`src/design/hcp_pkg.sv`:
```
`timescale 1ns / 1ps
// ----------------------------------------------------------------------------
// hcp_pkg: shared constants, types and functions of the HDR color packer
// Channel clamp bounds and the per-channel arithmetic helpers.
// ----------------------------------------------------------------------------
package hcp_pkg;

  localparam int unsigned NumLanes = 3;

  localparam logic [31:0] F32Sign    = 32'h8000_0000;
  localparam logic [31:0] F32Frac    = 32'h007F_FFFF;
  localparam logic [31:0] F32ExpMask = 32'h7F80_0000;
  localparam logic [31:0] ClampF11   = 32'h4780_0000;
  localparam logic [31:0] ClampE5    = 32'h477F_8000;
  localparam logic [31:0] FloorE5    = 32'h3780_0000;
  localparam logic [31:0] Rebias112  = 32'h3800_0000;
  localparam logic [31:0] BiasE5     = 32'h0780_4000;

  typedef enum logic {
    OP_F11 = 1'b0,
    OP_E5  = 1'b1
  } op_t;

  // Stage 1 to stage 2 item control
  typedef struct packed {
    logic valid;
    op_t  op;
  } s1_ctl_t;

  // Right shift with round-to-nearest-even; m below 2^24
  function automatic logic [24:0] rne_shr(input logic [23:0] m, input logic [7:0] s);
    logic [24:0] q;
    logic [47:0] ext;
    logic [23:0] r;
    logic [23:0] half;
    logic        gt;
    logic        eq;
    q = '0;
    ext = '0;
    r = '0;
    half = '0;
    gt = 1'b0;
    eq = 1'b0;
    if (s == 8'd0) begin
      q = {1'b0, m};
    end else if (s <= 8'd24) begin
      ext  = {m, 24'd0} >> s;
      q    = {1'b0, ext[47:24]};
      r    = ext[23:0];
      half = 24'h80_0000;
      gt   = r > half;
      eq   = r == half;
      if (gt || (eq && q[0])) q = q + 25'd1;
    end else if (s == 8'd25) begin
      // only a value m above 2^24 would round up; m below 2^24 never exceeds half
      q = '0;
    end
    return q;
  endfunction

endpackage

```
`src/design/hcp_lane.sv`:
```
`timescale 1ns / 1ps
// ----------------------------------------------------------------------------
// hcp_lane: one color channel
// Clamps one channel, builds its R11G11B10F field and its RGB9E5 operand.
// ----------------------------------------------------------------------------
module hcp_lane
  import hcp_pkg::*;
#(
  parameter int unsigned LSB = 17
) (
  input  logic [31:0] x,
  input  logic        rhe,
  output logic [31:0] f11_u,
  output logic [31:0] e5_x
);

  logic [31:0] xc;
  logic [7:0]  e;
  logic [31:0] u;
  logic [31:0] lsb_bit;

  // Clamp, rebias and round one small-float channel
  always_comb begin
    if (x[31]) xc = '0;
    else if (x > ClampF11) xc = ClampF11;
    else xc = x;
    e = xc[30:23];
    if (e > 8'd112) u = xc - Rebias112;
    else if (e == 8'd0) u = '0;
    else u = 32'(rne_shr({1'b1, xc[22:0]}, 8'd113 - e));
    lsb_bit = 32'((u >> LSB) & 32'd1);
    if (rhe) f11_u = u + ((32'd1 << (LSB - 1)) - 32'd1) + lsb_bit;
    else f11_u = u + (32'd1 << (LSB - 1));
  end

  // Clamp for the shared-exponent format
  always_comb begin
    if (x[31]) e5_x = '0;
    else if ((x & F32ExpMask) == F32ExpMask && (x & F32Frac) != 32'd0) e5_x = '0;
    else if (x > ClampE5) e5_x = ClampE5;
    else e5_x = x;
  end

endmodule

```
`src/design/hcp_mant.sv`:
```
`timescale 1ns / 1ps
// ----------------------------------------------------------------------------
// hcp_mant: shared-exponent mantissa of one channel
// Aligns a clamped channel to the shared exponent with nearest-even rounding.
// ----------------------------------------------------------------------------
module hcp_mant
  import hcp_pkg::*;
(
  input  logic [31:0] x,
  input  logic [7:0]  eb,
  output logic [8:0]  mant
);

  logic [7:0]  ex;
  logic [23:0] m;
  logic [24:0] q;

  // Align and round
  always_comb begin
    ex = x[30:23];
    m  = {1'b0, x[22:0]};
    if (ex == 8'd0) ex = 8'd1;
    else m[23] = 1'b1;
    q    = rne_shr(m, eb - ex);
    mant = q[8:0];
  end

endmodule

```
`src/design/hdr_color_packer.sv`:
```
`timescale 1ns / 1ps
// ----------------------------------------------------------------------------
// hdr_color_packer: float RGB to R11G11B10F or RGB9E5 packer
// Three channel lanes, then a merging stage that packs the result word.
// ----------------------------------------------------------------------------
// Usage:
//   in_tdata carries red, green and blue as single-precision bit patterns,
//   in_tuser selects the format (0 = R11G11B10F, 1 = RGB9E5).
//   out_tdata carries the packed 32-bit word, one item per input item.
//   cfg_we/cfg_wdata set round-half-even for R11G11B10F; write only when idle.
// Timing:
//   Two register stages: lane stage (clamp, rebias, small-float rounding,
//   shared maximum) and merge stage (align, round, pack). One item is taken
//   every cycle while the output is not stalled. The merge stage is the
//   output register.
// Stall:
//   When out_tready is low a full output register holds; in_tready drops
//   only when both stages hold an item and the output is stalled.
// Reset:
//   rst_n clears valids and the rounding register; no items are in flight.
// ----------------------------------------------------------------------------
module hdr_color_packer
  import hcp_pkg::*;
(
  input  logic        clk,
  input  logic        rst_n,
  input  logic        in_tvalid,
  output logic        in_tready,
  input  logic [95:0] in_tdata,   // red[31:0], green[63:32], blue[95:64]
  input  logic        in_tuser,   // opcode
  output logic        out_tvalid,
  input  logic        out_tready,
  output logic [31:0] out_tdata,  // packed_res
  input  logic        cfg_we,
  input  logic        cfg_wdata
);

  logic        rhe_r;
  logic [31:0] f11_u  [NumLanes];
  logic [31:0] e5_x   [NumLanes];
  logic [31:0] f11_r  [NumLanes];
  logic [31:0] e5_r   [NumLanes];
  logic [31:0] mx;
  logic [7:0]  eb_nxt;
  logic [7:0]  eb_r;
  s1_ctl_t     s1_r;
  logic        s1_adv;
  logic        s2_load;
  logic [8:0]  mant [NumLanes];
  logic [31:0] pack_nxt;
  logic [31:0] out_r;
  logic        out_valid_r;
  logic [31:0] sum;
  logic [4:0]  ef;

  // Lanes
  for (genvar i = 0; i < NumLanes; i++) begin : g_lane
    hcp_lane #(.LSB(i == 2 ? 18 : 17)) u_lane (
      .x(in_tdata[32*i +: 32]), .rhe(rhe_r), .f11_u(f11_u[i]), .e5_x(e5_x[i])
    );
    hcp_mant u_mant (.x(e5_r[i]), .eb(eb_r), .mant(mant[i]));
  end

  // Shared maximum exponent
  always_comb begin
    mx = FloorE5;
    for (int i = 0; i < NumLanes; i++) if (e5_x[i] > mx) mx = e5_x[i];
    sum    = mx + BiasE5;
    eb_nxt = sum[30:23];
  end

  assign s2_load   = !out_valid_r || out_tready;
  assign s1_adv    = !s1_r.valid || s2_load;
  assign in_tready = s1_adv;

  // Hold the rounding register
  always_ff @(posedge clk) begin
    if (!rst_n) rhe_r <= 1'b0;
    else if (cfg_we) rhe_r <= cfg_wdata;
  end

  // Lane stage
  always_ff @(posedge clk) begin
    if (!rst_n) begin
      s1_r <= '{valid: 1'b0, op: OP_F11};
    end else if (s1_adv) begin
      s1_r <= '{valid: in_tvalid, op: op_t'(in_tuser)};
    end
  end
  always_ff @(posedge clk) begin
    if (s1_adv) begin
      f11_r <= f11_u;
      e5_r  <= e5_x;
      eb_r  <= eb_nxt;
    end
  end

  // Merge and pack
  always_comb begin
    ef = 5'(eb_r + 8'd2);
    if (s1_r.op == OP_E5)
      pack_nxt = {ef, mant[2], mant[1], mant[0]};
    else
      pack_nxt = {f11_r[2][27:18], f11_r[1][27:17], f11_r[0][27:17]};
  end

  // Output register
  always_ff @(posedge clk) begin
    if (!rst_n) out_valid_r <= 1'b0;
    else if (s2_load) out_valid_r <= s1_r.valid;
  end
  always_ff @(posedge clk) begin
    if (s2_load && s1_r.valid) out_r <= pack_nxt;
  end

  assign out_tvalid = out_valid_r;
  assign out_tdata  = out_r;

endmodule

```
`config.mk`:
```
export PLATFORM = sky130hd
export DESIGN_NAME = hdr_color_packer
export DESIGN_NICKNAME = d
export VERILOG_FILES = /design/src/design/hcp_pkg.sv /design/src/design/hcp_lane.sv /design/src/design/hcp_mant.sv /design/src/design/hdr_color_packer.sv
export SDC_FILE = /design/constraint.sdc
export NUM_CORES = 1
export LEC_CHECK = 0
export BUFFER_PORTS_ARGS = -buffer_cell sky130_fd_sc_hd__buf_2
export CAP_MARGIN = 20
export CORE_MARGIN = 8
export CORE_UTILIZATION = 30
export CTS_BUF_LIST = sky130_fd_sc_hd__clkbuf_8
export DETAILED_ROUTE_END_ITERATION = 6
export HOLD_SLACK_MARGIN = 0.02
export PLACE_DENSITY = 0.54
export SYNTH_ARGS = -nofsm -noshare
export SYNTH_HDL_FRONTEND = slang
export SYNTH_SLANG_ARGS = --single-unit
```
`constraint.sdc`:
```
create_clock -name clk -period 27.1 [get_ports clk]
set_input_delay 5.42 -clock clk [delete_from_list [all_inputs] [get_ports clk]]
set_output_delay 5.42 -clock clk [all_outputs]
set_load 0.1 [all_outputs]
```
==> flow_summary.ini <==
[worst_setup_path]
max_stage_delay_ns = 0.77
crit_type = input pin to flip-flop
path_common_cell = o21a_1
crit_slowest_cell = nor2_1
start_kind = input pin
arrival_ns = 14.83
crit_fanout = 37
rrSetupSlack_ns = 21.26
cp_data_required_time_ns = 27.37
end_kind = flip-flop

[layout]
final_util_pct = 32.6
stdcell_area_sq_mm = 0.0298
drive_gt1_share_pct = 11.5
fin_cells = 4886
syn2layout_area_growth_pct = 8.16
nets = 3882

[clocking]
cts_made_buffers = 17
path_clk_slew_ns = 0.10
clock_tree.root_cell = clkbuf_8
cts_tree = built
htree_levels = 4
cts_resized = 0
clock_latency_ns = 0.55
cts_setup_buffers = 0
cts_sinks = 169
clk_path_buf_depth = 2
hold_buffers = 0

[place]
io_buffers = 136
dp_slack_ns = 12.12
dpl_cell_area_sq_mm = 0.0293
dp_hpwl_mm = 95.1
dp.cells = 4838
gp_congestion = 1.02

[timing]
final-hold-violation-count = 0
fmax_mhz = 68.7
fin_crit_sh_pct = 53.7
setup_viol = 0
skew_ns = 0.0197
finalSetupTns_ns = 0
grt_setup_unrepaired = false
finalWorstSetupSlack_ns = 12.54
maxSlewHeadroom_pct = 19.6
post-route-min-period_ns = 14.56
drv_slew = 0
worstMarginPinSlew_ns = 1.20

[global_route]
grt_max_degree = 109
gr-total-overflow = 0
grt_first_pass_wirelength_mm = 183
track_usage_pct = 22.6
grt_pass1_vias = 28800
antenna_found_initial = 10

[routing]
wl_per_cell_um = 25.0
vias_per_cell = 6.41
drtPass1Iterations = 6
ant_nets = 0
drt_iter0_drc = 3968
totalWireLength_mm = 122
route.detailed.drc = 0
num_vias = 31300

[yosys]
seq_area_frac_synth_pct = 18.3
synth.area.top_cells = edfxtp_1 18%, nor2_1 5.5%, mux2i_1 4.6%
syn_inst = 3691
ys.flop_type = edfxtp_1
avgSynthCellArea_sq_um = 7.46
synth_edf_count = 165
async_flop_share_pct = 0
synth_nets = 3896
synth_cell_type_count = 111
yosysTopAreaCellShare_pct = 18.0
ys_seq_elements = 169
yosys_warnings = 0
netlist.top_cell.by_area = edfxtp_1
synth_area_sq_mm = 0.0275

[min_path]
hold_path.class = flip-flop to flip-flop

[job]
cap_violations = 0

[floorplan]
dieHeight_um = 319
dieArea_sq_mm = 0.102
die_x_um = 319
start_util_pct = 30.1
core_sq_mm = 0.0914
rows = 111
ios = 137

[pwr]
p_per_area_mw_per_mm2 = 54.7
peakVddDrop_v = 0.0000465
p_leak_nw = 10.6

[status]
status = complete, no violations
worst max-delay path: cells and delay by family:
kind | cells | cell delay (ns)
compound gates | 26 | 4.62
simple gates | 10 | 3.66
fa+ha+maj | 2 | 0.63
buf+inv | 2 | 0.46
kinds of logic (layout without fill, tap and decap cells):
group	after synthesis	count (layout)	share of synthesized area, %
xor gates and xnor gates	97	97	3.08
AOI/OAI and AO/OA	1199	1199	30.8
DFF	169	169	18.3
other	0	10	0
buffers and inverters	341	340	4.96
muxes	206	206	9.16
adders and majority gates	102	102	4.72
and+or+nand+nor	1577	1577	29.0
cell usage in the layout, fill, tap and decap left out, types with 20 or more instances in the layout:
master,n
nor2_1,407
ha_1,99
nor4_1,66
mux2_2,48
a211oi_1,75
buf_4,69
nand4_1,85
o21a_1,58
nand3_1,148
o31a_1,21
o31ai_1,34
a221o_1,28
a22oi_1,25
nor3_1,129
a311oi_1,22
a21oi_1,250
o21ai_0,177
nor2b_1,77
a31oi_1,50
edfxtp_1,165
or3_1,24
a21boi_0,21
or4_1,20
nand2_1,335
buf_2,138
o211ai_1,58
o211a_1,20
xor2_1,35
xnor2_1,58
or2_2,26
inv_1,92
mux2i_1,126
mux4_2,32
and2_1,73
nand2b_1,39
and3_1,45
a21o_1,35
a32oi_1,24
power breakdown:
part           total (mW)  internal (mW)  switching, mW
Sequential          0.329          0.308         0.0208
Clock               0.198         0.0929          0.105
Combinational        1.10          0.374          0.729
Total                1.63          0.775          0.855
registers in the layout (all words and copies together) (netlist names):
register	count
out_tdata	32
eb_r	8
rhe_r	1
out_tvalid	1
e5_r	93
f11_r	32
s1_r	2
synthesized netlist by cell type, drive strengths merged, types with 37 or more instances:
library cell / number
nor2: 409
nor4: 74
and2: 74
o211ai: 58
nand3: 149
ha: 99
o21ai: 200
a31oi: 51
o21a: 58
inv: 91
nand2: 336
xnor2: 59
o31ai: 37
a211oi: 76
clkbuf: 173
edfxtp: 165
nand2b: 39
xor2: 38
nor2b: 78
mux2: 48
mux2i: 126
buf: 72
nand4: 85
nor3: 131
and3: 45
a21oi: 252
final cells by class:
class                      count  area (sq um)
fill                        9908         61600
tap                         1186          1480
sequential                   169          5040
antenna                       10          25.0
timing repair buffer         212          1270
clock inverter                15           188
inverter                      96           360
multi-input combinational   3181         21200
clock buffer                  17           234
through the flow:
stage | power, mW | hold slack [ns]
final | 1.63 | 0.560
after global routing | 1.74 | 0.572
after CTS | 1.60 | 0.554
after detailed placement | 1.40 | 0.557
after global placement | 1.41 | 0.545
after floorplan | 1.12 | 0.487
per-layer routing:
layer	part of all wire [%]	track usage, %	vias to the layer above
met5	0.014	0	-
met4	5.0	10.2	2
met3	8.7	3.63	304
met2	44	35.1	1806
met1	43	30.7	14900
li1	-	-	14300
path summary, 6_finish.rpt:
kind | from | to | cells after the start
max | in_tdata[24] | eb_r[7] | 40
min reg2reg | s1_r[1] | s1_r[0] | 2
min | s1_r[1] | s1_r[0] | 2
max reg2reg | e5_r[59] | out_tdata[17] | 18
(Power assumes the default switching activity.)
